===== src/design/mfuw_pkg.sv =====
// Package: shared types, constants and action codes for the motor feedback unwrap block.
`default_nettype none

package mfuw_pkg;

  localparam int MOTOR_COUNT_DEF = 8;
  localparam int IDX_W           = 3;
  localparam int ANGLE_W         = 13;
  localparam int TOTAL_W         = 32;
  localparam int SAMPLE_W        = 16;
  localparam int COUNT_W         = 8;
  localparam int HALF_TURN       = 4095;
  localparam int TURN_STEP       = 8191;
  localparam int LIMIT_RESET     = 50;

  typedef enum logic [1:0] {
    ACT_FRAME = 2'd0,
    ACT_TICK  = 2'd1,
    ACT_CLEAR = 2'd2,
    ACT_NONE  = 2'd3
  } action_t;

  // One motor's feedback record as held in the state memory.
  typedef struct packed {
    logic                       seen;
    logic [ANGLE_W-1:0]         prev_angle;
    logic [TOTAL_W-1:0]         total;
    logic [COUNT_W-1:0]         silence;
    logic                       online;
    logic signed [SAMPLE_W-1:0] speed;
    logic signed [SAMPLE_W-1:0] current;
  } mfuw_rec_t;

  localparam mfuw_rec_t REC_RESET = '{
    seen:       1'b0,
    prev_angle: '0,
    total:      '0,
    silence:    COUNT_W'(LIMIT_RESET + 1),
    online:     1'b0,
    speed:      '0,
    current:    '0
  };

endpackage

`default_nettype wire


===== src/design/mfuw_update.sv =====
// Record update: applies one frame, tick or clear transaction to a motor record.
`default_nettype none

module mfuw_update (
  input  mfuw_pkg::mfuw_rec_t                 rec,
  input  logic [1:0]                          action,
  input  logic [mfuw_pkg::ANGLE_W-1:0]        raw_angle,
  input  logic signed [mfuw_pkg::SAMPLE_W-1:0] speed_in,
  input  logic signed [mfuw_pkg::SAMPLE_W-1:0] current_in,
  input  logic [mfuw_pkg::COUNT_W-1:0]        limit,
  output mfuw_pkg::mfuw_rec_t                 rec_next
);
  import mfuw_pkg::*;

  logic [ANGLE_W-1:0]    prev;
  logic signed [ANGLE_W:0] diff;
  logic signed [ANGLE_W:0] delta;
  logic [COUNT_W:0]      cnt;
  logic [COUNT_W:0]      ceil_cnt;
  logic [COUNT_W:0]      sat_cnt;

  // Unwrap: seed on first frame, fold steps larger than half a turn.
  always_comb begin
    prev = rec.seen ? rec.prev_angle : raw_angle;
    diff = $signed({1'b0, raw_angle}) - $signed({1'b0, prev});
    if (diff > $signed((ANGLE_W+1)'(HALF_TURN))) begin
      delta = diff - $signed((ANGLE_W+1)'(TURN_STEP));
    end else if (diff < -$signed((ANGLE_W+1)'(HALF_TURN))) begin
      delta = diff + $signed((ANGLE_W+1)'(TURN_STEP));
    end else begin
      delta = diff;
    end
  end

  // Silence counter saturates at limit + 1, held to the counter width.
  always_comb begin
    cnt      = {1'b0, rec.silence} + (COUNT_W+1)'(1);
    ceil_cnt = (limit == {COUNT_W{1'b1}}) ? {1'b0, limit} : ({1'b0, limit} + (COUNT_W+1)'(1));
    sat_cnt  = (cnt > ceil_cnt) ? ceil_cnt : cnt;
  end

  always_comb begin
    rec_next = rec;
    case (action_t'(action))
      ACT_FRAME: begin
        rec_next.seen       = 1'b1;
        rec_next.prev_angle = raw_angle;
        rec_next.total      = rec.total + {{(TOTAL_W-ANGLE_W-1){delta[ANGLE_W]}}, delta};
        rec_next.silence    = '0;
        rec_next.speed      = speed_in;
        rec_next.current    = current_in;
      end
      ACT_TICK: begin
        rec_next.silence = sat_cnt[COUNT_W-1:0];
        rec_next.online  = (sat_cnt <= {1'b0, limit});
      end
      ACT_CLEAR: begin
        rec_next.total = '0;
      end
      default: begin
        rec_next = rec;
      end
    endcase
  end

endmodule

`default_nettype wire


===== src/design/motor_feedback_unwrap_watchdog_core.sv =====
// Top level: per-motor feedback store with multi-turn angle unwrap and silence watchdog.
`default_nettype none

// Channel   Direction  Handshake             Payload
// in        sink       in_valid / in_stall   action, motor_index, raw_angle, speed_in, current_in
// out       source     out_valid / out_stall motor_out, angle_total, angle_now, speed_now,
//                                            current_now, online
// cfg       sink       cfg_valid / cfg_ready cfg_data (offline_limit)
//
// One transaction per cycle sustained while the output is not stalled; each accepted
// transaction is registered into the update stage and its result into the output
// register. The motor records sit in one memory read in the accept cycle and written back
// from the update stage; the last write is kept and forwarded when the next transaction
// hits the same motor. Never-written records read as their reset view through per-motor
// valid bits, so reset needs no clearing pass. A stalled output holds the update stage,
// which in turn stalls the input.

module motor_feedback_unwrap_watchdog_core #(
  parameter int MOTOR_COUNT = mfuw_pkg::MOTOR_COUNT_DEF
) (
  input  logic                                 clk,
  input  logic                                 rst,
  input  logic                                 in_valid,
  output logic                                 in_stall,
  input  logic [1:0]                           action,
  input  logic [mfuw_pkg::IDX_W-1:0]           motor_index,
  input  logic [mfuw_pkg::ANGLE_W-1:0]         raw_angle,
  input  logic signed [mfuw_pkg::SAMPLE_W-1:0] speed_in,
  input  logic signed [mfuw_pkg::SAMPLE_W-1:0] current_in,
  output logic                                 out_valid,
  input  logic                                 out_stall,
  output logic [mfuw_pkg::IDX_W-1:0]           motor_out,
  output logic signed [mfuw_pkg::TOTAL_W-1:0]  angle_total,
  output logic [mfuw_pkg::ANGLE_W-1:0]         angle_now,
  output logic signed [mfuw_pkg::SAMPLE_W-1:0] speed_now,
  output logic signed [mfuw_pkg::SAMPLE_W-1:0] current_now,
  output logic                                 online,
  input  logic                                 cfg_valid,
  output logic                                 cfg_ready,
  input  logic [mfuw_pkg::COUNT_W-1:0]         cfg_data
);
  import mfuw_pkg::*;

  localparam int AW = (MOTOR_COUNT > 1) ? $clog2(MOTOR_COUNT) : 1;
  localparam int XW = (AW > IDX_W) ? AW : IDX_W;

  // Configuration register.
  logic [COUNT_W-1:0] offline_limit;

  // Record memory and per-motor written marks.
  mfuw_rec_t        mem [MOTOR_COUNT];
  logic [MOTOR_COUNT-1:0] written;

  // Accept stage.
  logic          in_fire;
  logic [XW-1:0] idx_x;
  logic [AW-1:0] in_addr;
  logic          in_range;

  // Update stage.
  logic                       s1_valid;
  logic                       s1_range;
  logic [AW-1:0]              s1_addr;
  logic [IDX_W-1:0]           s1_index;
  logic [1:0]                 s1_action;
  logic [ANGLE_W-1:0]         s1_angle;
  logic signed [SAMPLE_W-1:0] s1_speed;
  logic signed [SAMPLE_W-1:0] s1_current;
  mfuw_rec_t                  rd_rec;
  logic                       rd_written;
  mfuw_rec_t                  cur_rec;
  mfuw_rec_t                  new_rec;
  logic                       s1_fire;
  logic                       out_free;

  // Last write-back, kept for forwarding.
  logic          wb_live;
  logic [AW-1:0] wb_addr;
  mfuw_rec_t     wb_rec;

  assign cfg_ready = 1'b1;

  always_ff @(posedge clk) begin
    if (rst) begin
      offline_limit <= COUNT_W'(LIMIT_RESET);
    end else if (cfg_valid && cfg_ready) begin
      offline_limit <= cfg_data;
    end
  end

  // Drop indexes past the last motor: no read, no write, zero view.
  always_comb begin
    idx_x    = XW'(motor_index);
    in_addr  = idx_x[AW-1:0];
    in_range = ({{(32-IDX_W){1'b0}}, motor_index} < 32'(MOTOR_COUNT));
  end

  assign out_free = !out_valid || !out_stall;
  assign s1_fire  = s1_valid && out_free;
  assign in_stall = s1_valid && !out_free;
  assign in_fire  = in_valid && !in_stall;

  // Memory read, issued on accept.
  always_ff @(posedge clk) begin
    if (in_fire && in_range) begin
      rd_rec     <= mem[in_addr];
      rd_written <= written[in_addr];
    end
  end

  // Memory write-back from the update stage.
  always_ff @(posedge clk) begin
    if (s1_fire && s1_range) begin
      mem[s1_addr] <= new_rec;
    end
  end

  always_ff @(posedge clk) begin
    if (rst) begin
      written <= '0;
      wb_live <= 1'b0;
    end else if (s1_fire && s1_range) begin
      written[s1_addr] <= 1'b1;
      wb_live          <= 1'b1;
    end
  end

  always_ff @(posedge clk) begin
    if (s1_fire && s1_range) begin
      wb_addr <= s1_addr;
      wb_rec  <= new_rec;
    end
  end

  // Update stage payload: advance on accept.
  always_ff @(posedge clk) begin
    if (rst) begin
      s1_valid <= 1'b0;
    end else if (in_fire) begin
      s1_valid <= 1'b1;
    end else if (s1_fire) begin
      s1_valid <= 1'b0;
    end
  end

  always_ff @(posedge clk) begin
    if (in_fire) begin
      s1_range   <= in_range;
      s1_addr    <= in_addr;
      s1_index   <= motor_index;
      s1_action  <= action;
      s1_angle   <= raw_angle;
      s1_speed   <= speed_in;
      s1_current <= current_in;
    end
  end

  // Forward the most recent write when it hit the same motor; the memory read may
  // have raced it. A never-written record reads as its reset view.
  always_comb begin
    if (wb_live && (wb_addr == s1_addr)) begin
      cur_rec = wb_rec;
    end else if (rd_written) begin
      cur_rec = rd_rec;
    end else begin
      cur_rec = REC_RESET;
    end
  end

  mfuw_update u_update (
    .rec        (cur_rec),
    .action     (s1_action),
    .raw_angle  (s1_angle),
    .speed_in   (s1_speed),
    .current_in (s1_current),
    .limit      (offline_limit),
    .rec_next   (new_rec)
  );

  // Output register.
  always_ff @(posedge clk) begin
    if (rst) begin
      out_valid <= 1'b0;
    end else if (s1_fire) begin
      out_valid <= 1'b1;
    end else if (!out_stall) begin
      out_valid <= 1'b0;
    end
  end

  always_ff @(posedge clk) begin
    if (s1_fire) begin
      motor_out <= s1_index;
      if (s1_range) begin
        angle_total <= new_rec.total;
        angle_now   <= new_rec.prev_angle;
        speed_now   <= new_rec.speed;
        current_now <= new_rec.current;
        online      <= new_rec.online;
      end else begin
        angle_total <= '0;
        angle_now   <= '0;
        speed_now   <= '0;
        current_now <= '0;
        online      <= 1'b0;
      end
    end
  end

endmodule

`default_nettype wire


===== config.mk =====
export PLATFORM = sky130hd
export DESIGN_NAME = motor_feedback_unwrap_watchdog_core
export DESIGN_NICKNAME = d
export VERILOG_FILES = /design/src/design/mfuw_pkg.sv /design/src/design/mfuw_update.sv /design/src/design/motor_feedback_unwrap_watchdog_core.sv
export SDC_FILE = /design/constraint.sdc
export NUM_CORES = 1
export LEC_CHECK = 0
export BUFFER_PORTS_ARGS = -buffer_cell sky130_fd_sc_hd__buf_2
export CAP_MARGIN = 20
export CORE_ASPECT_RATIO = 0.5
export CORE_UTILIZATION = 50
export DETAILED_ROUTE_END_ITERATION = 6
export PLACE_DENSITY = 0.68
export SETUP_SLACK_MARGIN = 0.3
export SLEW_MARGIN = 20
export SYNTH_ARGS = -nofsm -noshare
export SYNTH_HDL_FRONTEND = slang
export SYNTH_HIERARCHICAL = 1
export SYNTH_SLANG_ARGS = --single-unit

===== constraint.sdc =====
create_clock -name clk -period 10.2 [get_ports clk]
set_clock_uncertainty 0.05 [all_clocks]
set_input_delay 1.02 -clock clk [delete_from_list [all_inputs] [get_ports clk]]
set_output_delay 1.02 -clock clk [all_outputs]
set_load 0.01 [all_outputs]

==> metrics.md, run 1 <==
| Metric | Value |
|---|---|
| Worst-margin pin slew | 1.065 ns |
| GP Congestion | 0.8640 |
| Max frequency | 112.4 MHz |
| Unrepaired setup endpoints after global routing | no |
| Minimum clock period | between 8 and 9 ns |
| Simple-gate share of the synthesized area | roughly 4.7% |
| Number of CTS-inserted buffers | between 80 and 90 |
| R2R cell count | 27 |
| Hold Startpoint | written[1] |
| Detail Placement HPWL | 47090 um |
| CTS resizes | 0 |
| Synth Area in Compound Gates | 3.243% |
| EDFF count, synth | 924 |
| Met3 WL | 4097 um |
| Gr usage total | 20.93% |
| Post-Syn Area per Cell | 17.07 um2 |
| Max FO, Critical Path | 11 |
| Synth Area in XOR/XNOR | 1.323% |
| Initial DRT Pass Iterations | 5 |
| Antenna diodes | 0 |
| Setup WS pre-CTS | 1.452 ns |
| Vias in the first global route | roughly 21000 |
| PwrDens | 192.9 nW/um2 |
| Max VDD drop | 0.1140 mV |
| Final setup fails | 0 |
| CTS Sinks | 943 |
| First-pass GRT wire length | 128300 um |
| CP arrival | 9.14 ns |
| R2R Setup Slk | 1.30 ns |
| R2r startpoint | s1_index[0] |
| Vias per cell | 5.679 |
| Hold Fails Final Rpt | 0 |
| Fillers | 6150 |
| Met1 WL | approximately 37000 um |
| Worst hold stages | 2 |
| Initial core utilization | 50.71% |
| Wire per inst | around 23 um |
| DRT antenna net count | 0 |
| Seq/Total Area, Yosys | 69.63% |
| Leak | 16.00 nW |
| Multiplexer area fraction after synthesis | 15.06% |
| Worst min path class | reg -> reg |
| # hold bufs at CTS | 0 |
| Status | finished, final reports clean |
| Area grow syn2layout | 10.03% |
| Die width | 404.0 um |
| Pin count of the biggest net entering global routing | 81 |
| #FFs+latches synth | between 900 and 1000 |
| Worst-skew pair later-pin latency | approximately 0.65 ns |
| H-Tree Depth | 3 |
| Final Max Slew Viols | 0 |
| Worst EP required | 10.45 ns |
| Largest family of logic cells by synthesized area | multiplexers |
| Setup WS post-layout | approximately 1.3 ns |
| Max-Cap Viols | 0 |
| Die area | 81990 um2 |
| Post-synth net total | 2499 |
| Clock Path Buffers | 3 |
| Kind of critical path | reg -> reg |
| Critical Path End Type | register |
| Crit share post-route | 87.21% |
| CTS tree | built |
| Cell count after synthesis | 2366 |
| Vias | 20550 |
| Post-synth ARST share | 0% |
| Max Used Layer | met4 |
| Final #Nets | 2594 |
| Global route overflow | 0 |
| Adder-Cell Fraction of Synth Area | 2.205% |
| Main synth FF type | edfxtp_1 |
| Die Span Y | 203.0 um |
| Clock slew at reported path FFs | 0.06 ns |
| Sum of negative setup slack | 0 ns |
| Wire length on met2 | 41930 um |
| Crit Reg-Reg Endpoint | mem[1][69] |
| Drc violations | 0 |
| Root buf cell | clkbuf_16 |
| Core ar. | 79650 um2 |
| I/O Pins | roughly 150 |
| Hold EP | written[1] |
| Mapped Area | 40390 um2 |
| DR iter-0 viols | between 1500 and 2000 |
| Warnings from Yosys | 6 |
| Layout cells sized above 1 | 23.47% |
| Max_slew headroom | between 20% and 30% |
| Initial antenna violation count | 0 |
| Synth cell types | 68 |
| IO buf count | 145 |
| Worst Setup Start Kind | register |
| Final WL | ~85000 um |
| Setup Buffers After CTS | 0 |
| # rows | 73 |
==> layout by cell type, fill, tap and decap left out, drive strengths merged, types with 13 or more instances in the layout <==
master / count
xnor2: 31
edfxtp: 924
mux2i: 107
xor2: 30
clkinv: 34
a21o: 17
nor3: 14
nand2: 281
mux4: 176
nand2b: 14
buf: 187
nand3: 18
mux2: 93
ha: 68
inv: 117
clkbuf: 111
nor2b: 14
dfxtp: 19
o21ai: 53
nand4: 13
nor2: 40
a21oi: 33
==> flip-flops by register name, indices dropped and copies added (netlist names), 2 cells and up <==
signal,flops
mem,696
rd_rec,87
angle_total,32
wb_rec,25
current_now,16
s1_current,16
s1_speed,16
angle_now,13
s1_angle,13
offline_limit,8
written,8
motor_out,3
s1_index,3
s1_action,2
==> cells by family (layout without fill, tap and decap cells) <==
group	after synthesis	count (layout)
other cells	1	1
fa+ha+maj	70	70
xor+xnor	61	61
flops	943	943
buf+inv	291	456
simple gates	432	432
mux	376	376
compound gates	192	192
==> synth_stat cells (19+ instances only) <==
| cell type | n | share of area, % |
|---|---|---|
| mux2_2 | 89 | 2.5 |
| ha_1 | 68 | 2.1 |
| nand2_1 | 281 | 2.6 |
| edfxtp_1 | 924 | 69 |
| clkbuf_1 | 46 | 0.43 |
| mux2i_1 | 107 | 2.7 |
| o21ai_0 | 48 | 0.59 |
| buf_4 | 83 | 1.5 |
| dfxtp_1 | 19 | 0.94 |
| xor2_1 | 30 | 0.65 |
| inv_1 | 113 | 1.1 |
| xnor2_1 | 31 | 0.67 |
| a21oi_1 | 33 | 0.41 |
| nor2_1 | 40 | 0.37 |
| mux4_2 | 176 | 9.8 |
==> worst max-delay path by stage <==
stage | startpoint | end | slack [ns]
CTS | s1_index[1] | mem[1][69] | 1.40
detailed placement | s1_index[0] | mem[0][69] | 1.45
floorplan | out_stall | rd_rec[0] | 2.16
global route | s1_index[0] | mem[1][69] | 0.62
global placement | s1_index[2] | angle_total[28] | 1.70
finish | s1_index[0] | mem[1][69] | 1.30
==> area by class of cell <==
cell class / count / area, um2 / area share, %
multi-input cells: 1132 / 10800 / 24.31
well taps: 1087 / 1360 / 3.060
flip-flops and latches: 943 / 28130 / 63.29
clock buffers: 110 / 2261 / 5.087
inverters: 113 / 426.7 / 0.9600
clock inverters: 45 / 387.9 / 0.8727
repair buffers: 188 / 1077 / 2.424
==> power by group <==
group          internal (W)  total (W)  leakage (nW)  switching [W]
Clock               0.00172    0.00309          1.29        0.00137
Sequential          0.00447    0.00451          8.75      0.0000422
Combinational      0.000367   0.000979          5.96       0.000612
==> per-layer routing <==
metal / GRT usage, % / vias up
li1: - / 9243
met4: 4.965 / 0
met3: 3.371 / 113
met1: 29.29 / 10670
met2: 34.66 / 521
met5: 0 / -
==> per-stage QoR <==
step                      power [W]  hold WS (ns)  utilization (%)  instances  instance area, um2
after global routing       0.008880        0.4474            55.80       3618               44440
after detailed placement   0.005570        0.4123            52.47       3462               41790
after floorplan            0.005323        0.3706                -       2366               40400
final                      0.008573        0.4272            55.80       3618               44440
after CTS                  0.008634        0.4267            55.79       3617               44440
after global placement     0.005548        0.4029            52.47       3462               41790
==> critical path, stage by stage (launching register included) <==
cell and delay (ns):
edfxtp_1 0.58, xnor2_1 0.23, nand4_1 0.59, mux2i_2 0.57
buf_4 0.29, mux2i_1 0.22, ha_1 0.37, and3_1 0.23
a221oi_1 0.28, a21oi_1 0.09, xor2_1 0.18, or4_1 0.69
o41ai_4 0.32, and2b_2 0.26, nor2_1 0.07, xnor2_1 0.13
ha_1 0.22, fa_1 0.42, a21oi_1 0.15, nor2b_1 0.09
a311oi_1 0.38, o31ai_1 0.22, a211oi_1 0.32, o21ai_0 0.23
a41oi_1 0.35, o21bai_1 0.13, xnor2_1 0.13, o21ai_0 0.76
No activity file was read; power rests on OpenSTA's default activity.
==> run 2: changes to the inputs <==
--- a/config.mk
+++ b/config.mk
@@ -8,9 +8,10 @@
 export BUFFER_PORTS_ARGS = -buffer_cell sky130_fd_sc_hd__buf_2
 export CAP_MARGIN = 20
 export CORE_ASPECT_RATIO = 0.5
-export CORE_UTILIZATION = 50
+export CORE_UTILIZATION = 62
+export CTS_BUF_LIST = sky130_fd_sc_hd__clkbuf_16
 export DETAILED_ROUTE_END_ITERATION = 6
-export PLACE_DENSITY = 0.68
+export PLACE_DENSITY = 0.79
 export SETUP_SLACK_MARGIN = 0.3
 export SLEW_MARGIN = 20
 export SYNTH_ARGS = -nofsm -noshare
==> constraint.sdc (replaced) <==
create_clock -name clk -period 10 [get_ports clk]
set_clock_uncertainty 0.05 [all_clocks]
set_input_delay 1 -clock clk [delete_from_list [all_inputs] [get_ports clk]]
set_output_delay 1 -clock clk [all_outputs]
set_load 0.01 [all_outputs]
==> run 2 against run 1 <==
Combinational power is essentially flat. Non-clock buffer count is the same. Highest routed layer unchanged. Clock-buffer cell count shrank 29. Sequential share of layout area grew 0.57 points. Utilization grew 13 points.
==> metrics.md, run 2 (synthesis results as in run 1) <==
| Metric | Value |
|---|---|
| Hold EP | written[5] |
| Drc violations | 0 |
| Max VDD drop | 0.1360 mV |
| Die Span Y | 182.5 um |
| DR iter-0 viols | 2254 |
| Minimum clock period | 8.558 ns |
| Number of CTS-inserted buffers | 79 |
| Detail Placement HPWL | 46880 um |
| Worst hold slack | 0.4325 ns |
| Final WL | ~86000 um |
| GP Congestion | 0.9125 |
| H-Tree Depth | 3 |
| Worst-margin pin slew | 1.138 ns |
| Max_slew headroom | 23.36% |
| Area grow syn2layout | 9.042% |
| Final cell count without fillers | around 3400 |
| Crit share post-route | between 80 and 90% |
| I/O Pins | between 100 and 150 |
| Global route overflow | 0 |
| Die width | around 360 um |
| Clock slew at reported path FFs | 0.07 ns |
| PwrDens | 195.6 nW/um2 |
| Final Cell Area | 44040 um2 |
| Critical Path End Type | register |
| Commonest non-fill, non-tap cell in the layout | edfxtp_1 |
| Worst EP required | between 10 and 15 ns |
| Vias per cell | about 6.2 |
| Max frequency | 116.9 MHz |
| Hold Startpoint | written[5] |
| Unrepaired setup endpoints after global routing | no |
| Sum of negative setup slack | 0 ns |
| CTS Sinks | 943 |
| Clock Path Buffers | 3 |
| IO buf count | 145 |
| # hold bufs at CTS | 0 |
| Vias in the first global route | 21400 |
| CP arrival | between 8 and 9 ns |
| R2R Setup Slk | 1.44 ns |
| Antenna diodes | 0 |
| # rows | 65 |
| Final #Nets | approximately 2600 |
| Kind of critical path | reg -> reg |
| Leak | 16.00 nW |
| Worst hold stages | 2 |
| Die area | between 60000 and 70000 um2 |
| Top Registers | mem: 696 flops, rd_rec: 87 flops, angle_total: 32 flops |
| Initial core utilization | 63.43% |
| Final setup fails | 0 |
| Gr usage total | 26.29% |
| First-pass GRT wire length | between 100000 and 150000 um |
| Layout cells sized above 1 | 23.59% |
| Hold Fails Final Rpt | 0 |
| Vias | around 21000 |
| Worst Setup Start Kind | register |
| Post-DP Area | 41510 um2 |
| Core ar. | 63680 um2 |
| Max FO, Critical Path | 28 |
| Pin count of the biggest net entering global routing | 139 |
| Largest register FFs | around 700 |
| R2r startpoint | s1_index[2] |
| Final Max Slew Viols | 0 |
| Initial antenna violation count | 0 |
| DRT antenna net count | 0 |
| R2R cell count | 27 |
| CTS resizes | 0 |
| Worst min path class | reg -> reg |
| Most frequent cells in the layout | 924 x edfxtp_1, 281 x nand2_1, 176 x mux4_2 |
| Status | finished, final reports clean |
| Root buf cell | clkbuf_16 |
| CTS tree | built |
| Wire per inst | 25.26 um |
| Initial DRT Pass Iterations | 6 |
| Pwr Total | 0.008615 W |
| Placed instance count | 3245 |
| Crit Reg-Reg Endpoint | mem[4][71] |
| Top reg by flops | mem |
| Worst-skew pair later-pin latency | 0.63 ns |
| Max-Cap Viols | 0 |
| Setup Buffers After CTS | 0 |
==> run 2: area by class of cell <==
cell class	count	area [um2]
clock inverter	61	466.7
multi-input combinational	1132	10800
fill	3948	19640
timing repair buffer	188	1105
sequential	943	28130
clock buffer	81	2027
tap	871	1090
inverter	113	426.7
==> run 2: report_power, final <==
group | internal, W | switching (W)
Sequential | 0.00455 | 0.0000468
Clock | 0.00164 | 0.00137
Combinational | 0.000374 | 0.000637
==> run 2: critical path, stage by stage, from the launching register on <==
cell,delay (ns)
edfxtp_1,0.58
xnor2_1,0.22
nand4_1,0.22
buf_4,0.52
mux2i_1,0.29
nand2_1,0.07
o21ai_0,0.08
ha_1,0.19
inv_1,0.05
fa_1,0.40
a21o_1,0.22
a221oi_1,0.26
a21oi_1,0.09
xor2_1,0.30
o2111ai_1,0.26
nor4b_1,0.57
a41oi_1,0.22
nor3_1,0.48
inv_1,0.47
ha_1,0.54
nand4_1,0.16
o221ai_1,0.25
a211oi_1,0.11
o21ai_0,0.39
nand2_1,0.14
o21ai_0,0.24
xnor2_1,0.11
o31ai_1,0.74
==> run 2: worst max path at each step <==
| stage | slack, ns | from | endpoint |
|---|---|---|---|
| 3_5_place_dp | 1.61 | s1_index[0] | mem[6][71] |
| 2_1_floorplan | 1.98 | out_stall | rd_rec[0] |
| 3_3_place_gp | 1.76 | s1_index[0] | mem[0][69] |
| 4_1_cts | 1.57 | s1_index[0] | mem[6][71] |
| 5_1_grt | 0.60 | s1_index[0] | mem[4][71] |
| 6_report | 1.44 | s1_index[2] | mem[4][71] |
==> run 2: stage by stage <==
step | setup WS [ns] | utilization (%)
3_5_place_dp | 1.609 | 65.19
2_1_floorplan | 1.977 | -
4_1_cts | 1.574 | 69.10
3_3_place_gp | 1.757 | 65.19
5_1_grt | 0.5965 | 69.17
6_report | 1.442 | 69.17
==> run 2: per-layer routing <==
| layer | global-route usage [%] | share of wire [%] | up-vias |
|---|---|---|---|
| met5 | 0 | 0 | - |
| li1 | - | - | 9217 |
| met4 | 6.903 | 2.2 | 0 |
| met2 | 43.77 | 50 | 852 |
| met1 | 37.08 | 41 | 10890 |
| met3 | 3.702 | 6.7 | 129 |
==> run 3: changes to the inputs <==
--- a/config.mk
+++ b/config.mk
@@ -12,6 +12,7 @@
 export CTS_BUF_LIST = sky130_fd_sc_hd__clkbuf_16
 export DETAILED_ROUTE_END_ITERATION = 6
 export PLACE_DENSITY = 0.79
+export RECOVER_POWER = 25
 export SETUP_SLACK_MARGIN = 0.3
 export SLEW_MARGIN = 20
 export SYNTH_ARGS = -nofsm -noshare
==> run 3 against run 2 <==
The flow now finishes with violations (capacitance limit, slew limit). Register-to-register slack gained 0.02 ns. Maximum frequency increased by 0.19%. Wire length about the same. Sequential share of layout area up 0.25 points. Via count down 0.22%. Flip-flop and latch count unchanged. Die area unchanged. Worst setup slack improved by 0.016 ns. Critical path depth stayed put. First-iteration DRC count is 1.4% lower. Total power rose by 0.13%. Non-clock buffer count stayed put. Critical path type unchanged. Largest power group unchanged.
==> metrics.md, run 3 (synthesis results as in run 1) <==
| Metric | Value |
|---|---|
| Hold Fails Final Rpt | 0 |
| CTS Sinks | roughly 940 |
| Kind of critical path | reg -> reg |
| Final cell count without fillers | 3389 |
| Clock slew at reported path FFs | 0.07 ns |
| Final setup fails | 0 |
| Die Span Y | 182.5 um |
| PwrDens | 196.6 nW/um2 |
| Critical Path End Type | register |
| Worst path bufs/invs | 3 |
| Wire per inst | 25.27 um |
| Status | finished with violations |
| # rows | 65 |
| Final WL | around 86000 um |
| Unrepaired setup endpoints after global routing | no |
| CTS tree | built |
| Worst min path class | reg -> reg |
| Crit share post-route | between 80% and 90% |
| Final #Nets | 2590 |
| Top reg by flops | mem |
| Detail Placement HPWL | 46880 um |
| CTS resizes | 0 |
| Pwr Total | 0.008627 W |
| Initial core utilization | 63.43% |
| Global route overflow | 0 |
| CP most frequent cell | o21ai_0 |
| DRT antenna net count | 0 |
| Layout cells sized above 1 | 20.57% |
| Crit path largest cell delay | 0.73 ns |
| Vias per cell | 6.207 |
| Worst-skew pair later-pin latency | around 0.62 ns |
| Gr usage total | 26.29% |
| Commonest non-fill, non-tap cell in the layout | edfxtp_1 |
| Vias in the first global route | 21400 |
| Number of CTS-inserted buffers | 79 |
| Final Max Slew Viols | 523 |
| Max-Cap Viols | 11 |
| First-pass GRT wire length | 128600 um |
| Max frequency | 117.1 MHz |
| Die width | between 300 and 400 um |
| Setup Buffers After CTS | 0 |
| IO buf count | 145 |
| Violated checks | capacitance limit, slew limit |
| Most frequent cells in the layout | 924 x edfxtp_1, 281 x nand2_1, 176 x mux4_2 |
| Core ar. | 63680 um2 |
| CP arrival | 8.77 ns |
| DR iter-0 viols | 2223 |
| # hold bufs at CTS | 0 |
| Max FO, Critical Path | 28 |
| Vias | 21040 |
| Pin count of the biggest net entering global routing | 139 |
| Area grow syn2layout | 8.621% |
| Minimum clock period | 8.541 ns |
| Root buf cell | clkbuf_16 |
| Leak | 15.76 nW |
| Worst EP required | 10.23 ns |
| Antenna diodes | 0 |
| Initial DRT Pass Iterations | 6 |
| R2R Setup Slk | around 1.5 ns |
| Drc violations | 0 |
| Initial antenna violation count | 0 |
| Slowest CP cell | o31ai_1 |
| H-Tree Depth | 3 |
| Max VDD drop | 0.1357 mV |
| CP top delay family | compound AO/OA/AOI/OAI gates |
| Top Registers | mem: 696 flops, rd_rec: 87 flops, angle_total: 32 flops |
| Max_slew headroom | -559.6% |
| Placed instance count | 3245 |
| Die area | 66240 um2 |
| Sum of negative setup slack | 0 ns |
| Worst-margin pin slew | 9.893 ns |
| I/O Pins | 147 |
| GP Congestion | around 0.91 |
| Worst Setup Start Kind | register |
| Largest register FFs | 696 |
| Clock Path Buffers | 3 |
-- run 3: cell count changes in the layout (fill, tap and decap cells not counted), moves of 3 or more --
cell,before,now
buf_4,41,31
buf_2,142,83
nor3_1,9,12
nor3_2,4,1
clkbuf_1,0,71
-- run 3: report_power, final --
| part | internal [W] | leakage (nW) | total (W) | switching [W] |
|---|---|---|---|---|
| sequential | 0.00456 | 8.75 | 0.00461 | 0.0000470 |
| combinational | 0.000376 | 5.73 | 0.00101 | 0.000637 |
| clock | 0.00164 | 1.28 | 0.00300 | 0.00137 |
| total | 0.00658 | 15.8 | 0.00863 | 0.00205 |
-- run 3: metal layers --
| metal | vias up | GRT usage [%] | routed length (um) |
|---|---|---|---|
| li1 | 9231 | - | - |
| met1 | 10870 | 37.08 | 35710 |
| met2 | 803 | 43.77 | 42370 |
| met3 | 133 | 3.702 | 5670 |
| met4 | 0 | 6.903 | 1889 |
| met5 | - | 0 | 0 |
-- run 3: path summary, 6_finish.rpt --
check / from / endpoint / depth (start not counted)
setup / recovery: s1_index[2] / mem[6][71] / 27
hold / removal: written[5] / written[5] / 2
setup reg to reg: s1_index[2] / mem[6][71] / 27
hold reg to reg: written[5] / written[5] / 2
-- run 3: metrics by stage --
| stage | worst slack [ns] | hold slack [ns] | util [%] | cell area (um2) |
|---|---|---|---|---|
| finish | 1.459 | 0.4358 | 68.90 | 43870 |
| global route | 0.6437 | 0.4458 | 68.90 | 43870 |
| CTS | 1.574 | 0.4326 | 69.10 | 44000 |
| detailed placement | 1.609 | 0.4136 | 65.19 | 41510 |
| global placement | 1.757 | 0.4050 | 65.19 | 41510 |
| floorplan | 1.977 | 0.3706 | - | 40400 |
-- run 3: layout make-up --
class	count	area (um2)
Sequential cell	943	28130
Fill cell	3998	19810
Multi-Input combinational cell	1132	10770
Clock buffer	81	2027
Tap cell	871	1090
Timing Repair Buffer	188	965.9
Clock inverter	61	466.7
Inverter	113	425.4
-- run 3: worst register-to-register path, delay by kind of cell (launching register included) --
| family | cells | cell delay, ns |
|---|---|---|
| AO/OA/AOI/OAI | 11 | 2.84 |
| XOR/XNOR | 3 | 0.63 |
| adder cells (fa/ha/maj) | 3 | 1.13 |
| buffers and inverters | 3 | 1.04 |
| flip-flops | 1 | 0.57 |
| multiplexers | 1 | 0.30 |
| AND/OR/NAND/NOR | 6 | 1.64 |
